### src/sv/iem_pkg.sv
package iem_pkg;

    // Phase codes
    localparam logic [2:0] PH_IDLE  = 3'd0;
    localparam logic [2:0] PH_SLAVE = 3'd1;
    localparam logic [2:0] PH_REG   = 3'd2;
    localparam logic [2:0] PH_WRITE = 3'd3;
    localparam logic [2:0] PH_WAIT  = 3'd4;
    localparam logic [2:0] PH_READ  = 3'd5;

    // Bus event codes
    localparam logic [2:0] EV_START  = 3'd0;
    localparam logic [2:0] EV_RSTART = 3'd1;
    localparam logic [2:0] EV_AWR    = 3'd2;
    localparam logic [2:0] EV_ARD    = 3'd3;
    localparam logic [2:0] EV_DWR    = 3'd4;
    localparam logic [2:0] EV_DRD    = 3'd5;
    localparam logic [2:0] EV_STOP   = 3'd6;
    localparam logic [2:0] EV_OTHER  = 3'd7;

    // Note codes
    localparam logic [1:0] NOTE_NONE  = 2'd0;
    localparam logic [1:0] NOTE_NAMED = 2'd1;
    localparam logic [1:0] NOTE_VALUE = 2'd2;
    localparam logic [1:0] NOTE_WARN  = 2'd3;

    // Expander register map
    localparam logic [7:0] REG_INPUT    = 8'h00;
    localparam logic [7:0] REG_OUTPUT   = 8'h01;
    localparam logic [7:0] REG_POLARITY = 8'h02;
    localparam logic [7:0] REG_CONFIG   = 8'h03;

    // Configuration register indexes and reset values
    localparam logic CFG_FIRST_ADDR  = 1'b0;
    localparam logic CFG_SECOND_ADDR = 1'b1;
    localparam logic [6:0] FIRST_ADDR_RST  = 7'h20;
    localparam logic [6:0] SECOND_ADDR_RST = 7'h21;

    typedef struct packed {
        logic [2:0] phase;
        logic [7:0] pointer;
        logic [7:0] port;
    } iem_state_t;

    typedef struct packed {
        logic [1:0] note_kind;
        logic [7:0] register_index;
        logic [7:0] note_byte;
        logic       port_changed;
    } iem_note_t;

endpackage

### src/sv/iem_step.sv
module iem_step
    import iem_pkg::*;
(
    input  iem_state_t cur,
    input  logic [2:0] kind,
    input  logic [7:0] event_byte,
    input  logic [6:0] first_addr,
    input  logic [6:0] second_addr,
    output iem_state_t nxt,
    output iem_note_t  note
);

    logic is_addr;
    logic addr_ok;

    assign is_addr = (kind == EV_AWR) || (kind == EV_ARD);
    assign addr_ok = (event_byte == {1'b0, first_addr})
                  || (event_byte == {1'b0, second_addr});

    always_comb
    begin
        nxt  = cur;
        note = '0;
        unique case (cur.phase)
            PH_SLAVE:
            begin
                if (is_addr)
                begin
                    if (addr_ok)
                    begin
                        nxt.phase = PH_REG;
                    end
                    else
                    begin
                        note.note_kind = NOTE_WARN;
                        note.note_byte = event_byte;
                        nxt.phase      = PH_IDLE;
                    end
                end
            end
            PH_REG:
            begin
                if (is_addr)
                begin
                    if (!addr_ok)
                    begin
                        note.note_kind = NOTE_WARN;
                        note.note_byte = event_byte;
                        nxt.phase      = PH_IDLE;
                    end
                end
                else if (kind == EV_DWR)
                begin
                    nxt.pointer = event_byte;
                    nxt.phase   = PH_WRITE;
                    if (event_byte <= REG_CONFIG)
                    begin
                        note.note_kind      = NOTE_NAMED;
                        note.register_index = event_byte;
                    end
                end
            end
            PH_WRITE, PH_READ:
            begin
                if (kind == EV_RSTART && cur.phase == PH_WRITE)
                begin
                    nxt.phase = PH_WAIT;
                end
                else if ((kind == EV_DWR && cur.phase == PH_WRITE)
                      || (kind == EV_DRD && cur.phase == PH_READ))
                begin
                    // data byte classified by the latched pointer
                    if (cur.pointer <= REG_CONFIG)
                    begin
                        note.note_kind      = NOTE_VALUE;
                        note.register_index = cur.pointer;
                        note.note_byte      = event_byte;
                        if (cur.pointer == REG_OUTPUT)
                        begin
                            nxt.port          = event_byte;
                            note.port_changed = 1'b1;
                        end
                    end
                end
                else if (kind == EV_STOP)
                begin
                    nxt.phase = PH_IDLE;
                end
            end
            PH_WAIT:
            begin
                if (kind == EV_ARD)
                begin
                    nxt.phase = PH_READ;
                end
            end
            default:
            begin
                // idle, and the unused codes
                nxt.phase = (kind == EV_START) ? PH_SLAVE : PH_IDLE;
            end
        endcase
    end

endmodule

### src/sv/i2c_io_expander_transaction_monitor.sv
// Each accepted word is held in the input register and then in the result register, which shows its result word.
// Throughput: one word per cycle; the result register stalls only when it is full and m_tready
// is low, and the input register then stalls as well once it holds a word.
// Reset (rst_n low, asynchronous): phase idle, pointer and port level zero,
// both pipeline stages empty, device addresses back to 0x20 and 0x21.
module i2c_io_expander_transaction_monitor
    import iem_pkg::*;
(
    input  logic        clk,
    input  logic        rst_n,
    // configuration
    input  logic        cfg_we,
    input  logic        cfg_addr,
    input  logic [6:0]  cfg_wdata,
    // event words
    input  logic        s_tvalid,
    output logic        s_tready,
    input  logic [7:0]  s_tdata,    // [7:0] event_byte
    input  logic [2:0]  s_tuser,    // [2:0] kind
    // result words
    output logic        m_tvalid,
    input  logic        m_tready,
    output logic [31:0] m_tdata,    // [7:0] register_index, [15:8] note_byte,
                                    // [16] port_changed, [24:17] port_level,
                                    // [27:25] phase_now, [31:28] zero
    output logic [1:0]  m_tuser     // [1:0] note_kind
);

    logic [6:0] first_addr_reg;
    logic [6:0] second_addr_reg;

    // input stage
    logic       in_valid_reg;
    logic [2:0] kind_reg;
    logic [7:0] byte_reg;

    // tracker state and result stage
    iem_state_t state_reg;
    iem_state_t state_next;
    iem_note_t  note_next;
    iem_note_t  note_reg;
    logic       out_valid_reg;

    logic advance;
    logic in_take;

    // result register frees up when empty or being drained
    assign advance  = !out_valid_reg || m_tready;
    assign s_tready = !in_valid_reg || advance;
    assign in_take  = s_tvalid && s_tready;

    always_ff @(posedge clk or negedge rst_n)
    begin
        if (!rst_n)
        begin
            first_addr_reg  <= FIRST_ADDR_RST;
            second_addr_reg <= SECOND_ADDR_RST;
        end
        else if (cfg_we)
        begin
            unique case (cfg_addr)
                CFG_FIRST_ADDR:  first_addr_reg  <= cfg_wdata;
                CFG_SECOND_ADDR: second_addr_reg <= cfg_wdata;
                default:         first_addr_reg  <= first_addr_reg;
            endcase
        end
    end

    always_ff @(posedge clk or negedge rst_n)
    begin
        if (!rst_n)
        begin
            in_valid_reg <= 1'b0;
        end
        else if (in_take)
        begin
            in_valid_reg <= 1'b1;
        end
        else if (advance)
        begin
            in_valid_reg <= 1'b0;
        end
    end

    always_ff @(posedge clk)
    begin
        if (in_take)
        begin
            kind_reg <= s_tuser;
            byte_reg <= s_tdata;
        end
    end

    // phase machine and classification, one event per pass
    iem_step u_step (
        .cur         (state_reg),
        .kind        (kind_reg),
        .event_byte  (byte_reg),
        .first_addr  (first_addr_reg),
        .second_addr (second_addr_reg),
        .nxt         (state_next),
        .note        (note_next)
    );

    always_ff @(posedge clk or negedge rst_n)
    begin
        if (!rst_n)
        begin
            state_reg     <= '0;
            out_valid_reg <= 1'b0;
        end
        else if (advance)
        begin
            out_valid_reg <= in_valid_reg;
            if (in_valid_reg)
            begin
                state_reg <= state_next;
            end
        end
    end

    always_ff @(posedge clk)
    begin
        if (advance && in_valid_reg)
        begin
            note_reg <= note_next;
        end
    end

    // state_reg holds the state after the event in the result register
    assign m_tvalid = out_valid_reg;
    assign m_tuser  = note_reg.note_kind;
    assign m_tdata  = {4'b0000, state_reg.phase, state_reg.port,
                       note_reg.port_changed, note_reg.note_byte,
                       note_reg.register_index};

`ifndef ASSERT_OFF
    a_phase_legal: assert property (@(posedge clk) disable iff (!rst_n)
        state_reg.phase <= PH_READ)
        else $error("phase code out of range");

    a_port_change: assert property (@(posedge clk) disable iff (!rst_n)
        (m_tvalid && note_reg.port_changed) |->
        (note_reg.note_kind == NOTE_VALUE && note_reg.register_index == REG_OUTPUT
         && state_reg.port == note_reg.note_byte))
        else $error("port change without an output register value");

    a_warn_idle: assert property (@(posedge clk) disable iff (!rst_n)
        (m_tvalid && note_reg.note_kind == NOTE_WARN) |-> (state_reg.phase == PH_IDLE))
        else $error("address warning did not return to idle");

    a_named_write: assert property (@(posedge clk) disable iff (!rst_n)
        (m_tvalid && note_reg.note_kind == NOTE_NAMED) |->
        (state_reg.phase == PH_WRITE && state_reg.pointer == note_reg.register_index))
        else $error("register named outside write phase");

    a_port_hold: assert property (@(posedge clk) disable iff (!rst_n)
        !$stable(state_reg.port) |-> (out_valid_reg && note_reg.port_changed))
        else $error("port level moved without a port change note");
`endif

endmodule
### config.mk
export PLATFORM = sky130hd
export DESIGN_NAME = i2c_io_expander_transaction_monitor
export DESIGN_NICKNAME = d
export VERILOG_FILES = /design/src/sv/iem_pkg.sv /design/src/sv/iem_step.sv /design/src/sv/i2c_io_expander_transaction_monitor.sv
export SDC_FILE = /design/constraint.sdc
export NUM_CORES = 1
export LEC_CHECK = 0
export ABC_CLOCK_PERIOD_IN_PS = 2200
export BUFFER_PORTS_ARGS = -buffer_cell sky130_fd_sc_hd__buf_2
export CAP_MARGIN = 20
export CORE_MARGIN = 2
export CORE_UTILIZATION = 57
export CTS_BUF_LIST = sky130_fd_sc_hd__clkbuf_8
export CTS_CLUSTER_SIZE = 10
export DETAILED_ROUTE_END_ITERATION = 7
export HOLD_SLACK_MARGIN = 0.03
export PLACE_DENSITY = 0.88
export SYNTH_ARGS = -nofsm -noshare
export SYNTH_HDL_FRONTEND = slang
export SYNTH_SLANG_ARGS = --single-unit
### constraint.sdc
create_clock -name clk -period 2.2 [get_ports clk]
set_input_delay 0.11 -clock clk [delete_from_list [all_inputs] [get_ports clk]]
set_output_delay 0.11 -clock clk [all_outputs]
set_load 0.05 [all_outputs]
==> flow_summary_export.csv <==
group,metric,value,unit
layout,nNetsFinal,315,
global_route,use_met1,25.4,%
route,wirelength,5620,um
critical_path,arrival,2.27,ns
sta,skew,0.00833,ns
synthesis,async_flop_share,53.8,%
synthesis,synth.avg_cell_area,13.9,sq um
synthesis,ys_ff_latch,65,
synthesis,synth_enable_flop_cells,30,
placement,dp_slack,0.143,ns
global_route,grt_pass1_wl,9100,um
sta,setup_viol,0,
clock_tree,h-tree-depth,3,
floorplanning,initial_core_util,58.5,%
sta,finalMaxSlewViolations,0,
layout,multi_input_area,0.00105,sq mm
synthesis,syn-cell-area,0.00297,sq mm
layout,area_growth,23.4,%
global_route,grt_busiest_layer,"met2",
global_route,grtUsageMet3,4.27,%
route,drc,0,
route,antenna_left,0,
sta,grt_setup_unrepaired,"false",
sta,fmax,0.492,GHz
global_route,grt_start_max_net_pins,36,
route,via_per_inst,5.15,
layout,nFillCells,367,
global_route,overflow,0,
floorplanning,ios,60,
floorplanning,die_x,76.2,um
critical_path,slowest_delay,0.55,ns
critical_path,cp.required,2.43,ns
synthesis,synthFlopType,"dfrtp_1",
global_route,antenna_found_initial,0,
clock_tree,cts.repair.resized,0,
critical_path,end_kind,"flip-flop",
synthesis,yosys-top-cells-area,"edfxtp_1 (30%), dfrtp_1 (27%), mux2_2 (12%)",
sta,fin_crit,2.03,ns
outcome,status,"complete, no violations",
critical_path,cp_slowest_cell,"nor4_4",
synthesis,synthDistinctLibCells,47,
global_route,grtUsageTotal,21.0,%
clock_tree,path_clk_slew,0.07,ns
synthesis,synthSimpleGateAreaFrac,11.6,%
floorplanning,die_y,76.2,um
floorplanning,num_rows,26,
global_route,use_met2,35.1,%
synthesis,synth_fa_ha_area_share,0,%
synthesis,synth_top_family_by_area,"multiplexers",
synthesis,synth_compound_area_share,6.03,%
placement,hpwl,3610,um
critical_path,critPathKind,"reg2reg",
clock_tree,numCtsBuffers,9,
route,first_pass_iters,6,
clock_tree,clock-sinks,65,
synthesis,yosys_warnings,0,
critical_path,startpoint_type,"flip-flop",
floorplanning,core_region_area,0.00507,sq mm
synthesis,synth_top_area_cell,"edfxtp_1",
synthesis,synthCells,214,
critical_path,crit_path_max_fanout,9,
synthesis,yosysTopAreaCellShare,30.4,%
synthesis,synthMuxAreaShare,12.3,%
layout,largest_register_ffs,28,
sta,slew_headroom,47.0,%
sta,tns,0,ns
route,vias,1884,
route,drt_iter0_drc,107,
clock_tree,clk_path_buf_depth,2,
placement,place_congestion,0.798,
flow_run,cap_violations,0,
clock_tree,cts_tree,"yes",
synthesis,synthXorXnorAreaFrac,4.43,%
pwr,power.density,982,mW/mm^2
floorplanning,die_area,0.00580,sq mm
sta,final.period_utilization,92.4,%
sta,hold_viol,0,
synthesis,ys_seq_area_share,60.0,%
sta,fin_ws,0.167,ns
clock_tree,clk-insertion-delay-late,0.35,ns
layout,regArea,0.00178,sq mm
global_route,grt_pass1_vias,1895,
pwr,ir_worst_vdd,688,uV
hold_path,hp-class,"in2reg",
pwr,p_leak,1.64,nW
route,wire_per_inst,15.3,um
sta,worst_pin_slew,0.794,ns
layout,layout-drive-gt1-share,39.5,%
clock_tree,clockRootBuffer,"clkbuf_8",
layout,antenna_cells,0,
critical_path,crit_chain,"nor4b_4 -> nand4b_4 -> nor4_4 -> mux2_2",
placement,io_buffer_count,55,
sta,hold_ws,0.0483,ns
==> where the power goes <==
part	leakage (nW)	switching (mW)	internal, mW
Clock	0.107	0.457	0.637
Sequential	0.727	0.163	1.47
Combinational	0.810	0.521	0.347
==> layout make-up <==
cell class | instances | share of cell area (%)
Timing Repair Buffer | 79 | 13.8
Multi-Input combinational cell | 132 | 28.8
Inverter | 4 | 0.410
Sequential cell | 65 | 48.6
Clock buffer | 9 | 3.38
Tap cell | 70 | 2.39
Clock inverter | 7 | 2.56
==> cells in the final DEF, fill, tap and decap left out, types with 2 or more instances in the layout <==
cell	synthesis	final
a21boi_0	8	8
a21oi_1	3	3
a22o_1	3	3
buf_2	4	55
buf_4	15	4
bufinv_16	0	2
clkbuf_8	0	9
conb_1	1	10
dfrtp_1	32	32
dfstp_2	3	3
dlygate4sd3_1	0	20
edfxtp_1	30	30
inv_1	4	4
mux2_2	31	31
nand2_1	8	8
nand2b_1	5	5
nand3_1	2	2
nand3b_1	2	2
nand4_1	3	3
nor2_1	6	6
nor2b_1	2	2
nor3_1	4	4
nor4_1	5	5
o21ai_0	3	3
xor2_1	14	14
==> cells in the mapped netlist, types with 2 or more instances <==
master and instances:
buf_4 15, nand2b_1 5, buf_2 4, a21oi_1 3, dfstp_2 3, edfxtp_1 30
nand2_1 8, xor2_1 14, nand3_1 2, nand4_1 3, mux2_2 31, nand3b_1 2
nor4_1 5, a21boi_0 8, clkbuf_1 2, nor2_1 6, dfrtp_1 32, a22o_1 3
nor3_1 4, o21ai_0 3, nor2b_1 2, inv_1 4
==> critical path: cells and delay by family, from the launching register on <==
family           cells  cell delay [ns]
AND/OR/NAND/NOR      3             0.99
multiplexers         1             0.40
flip-flops           1             0.54
==> path summary, 6_finish.rpt <==
kind / startpoint / to / slack, ns / depth (start not counted)
worst min-delay path: m_tready / m_tvalid / 0.05 / 3
worst max-delay path: kind_reg[1] / m_tdata[17] / 0.17 / 4
worst min register to register: m_tdata[18] / m_tdata[18] / 0.50 / 1
min in group asynchronous: rst_n / first_addr_reg[3] / 0.39 / 2
worst max register to register: kind_reg[1] / m_tdata[17] / 0.17 / 4
max in group asynchronous: rst_n / m_tdata[25] / 1.30 / 2
==> layer usage <==
metal,up-vias,part of all wire [%]
met5,-,0
met4,0,1.9
met3,10,5.1
met2,68,51
met1,893,42
li1,913,-
==> logic make-up after synthesis <==
logic type                after synthesis
buffers and inverters                  26
and+or+nand+nor                        50
AOI/OAI and AO/OA                      25
other                                   1
muxes                                  32
xor gates and xnor gates               15
DFF                                    65
==> repair_timing <==
| action | CTS | global route |
|---|---|---|
| endpoints found under the setup margin | 0 | 2 |
| hold buffers | 20 | 0 |
| setup buffers | 0 | 0 |
| endpoints found under the hold margin | 58 | 0 |
==> through the flow <==
| step | instances | power [mW] | utilization [%] | area, sq um |
|---|---|---|---|---|
| 3_5_place_dp | 330 | 2.49 | 63.9 | 3240 |
| 3_3_place_gp | 330 | 2.46 | 63.9 | 3240 |
| 5_1_grt | 366 | 3.75 | 72.1 | 3660 |
| 2_1_floorplan | 223 | 2.34 | - | 3000 |
| 6_report | 366 | 3.59 | 72.1 | 3660 |
| 4_1_cts | 366 | 3.61 | 72.1 | 3660 |
Note: power is estimated with default switching activity, not from simulation.
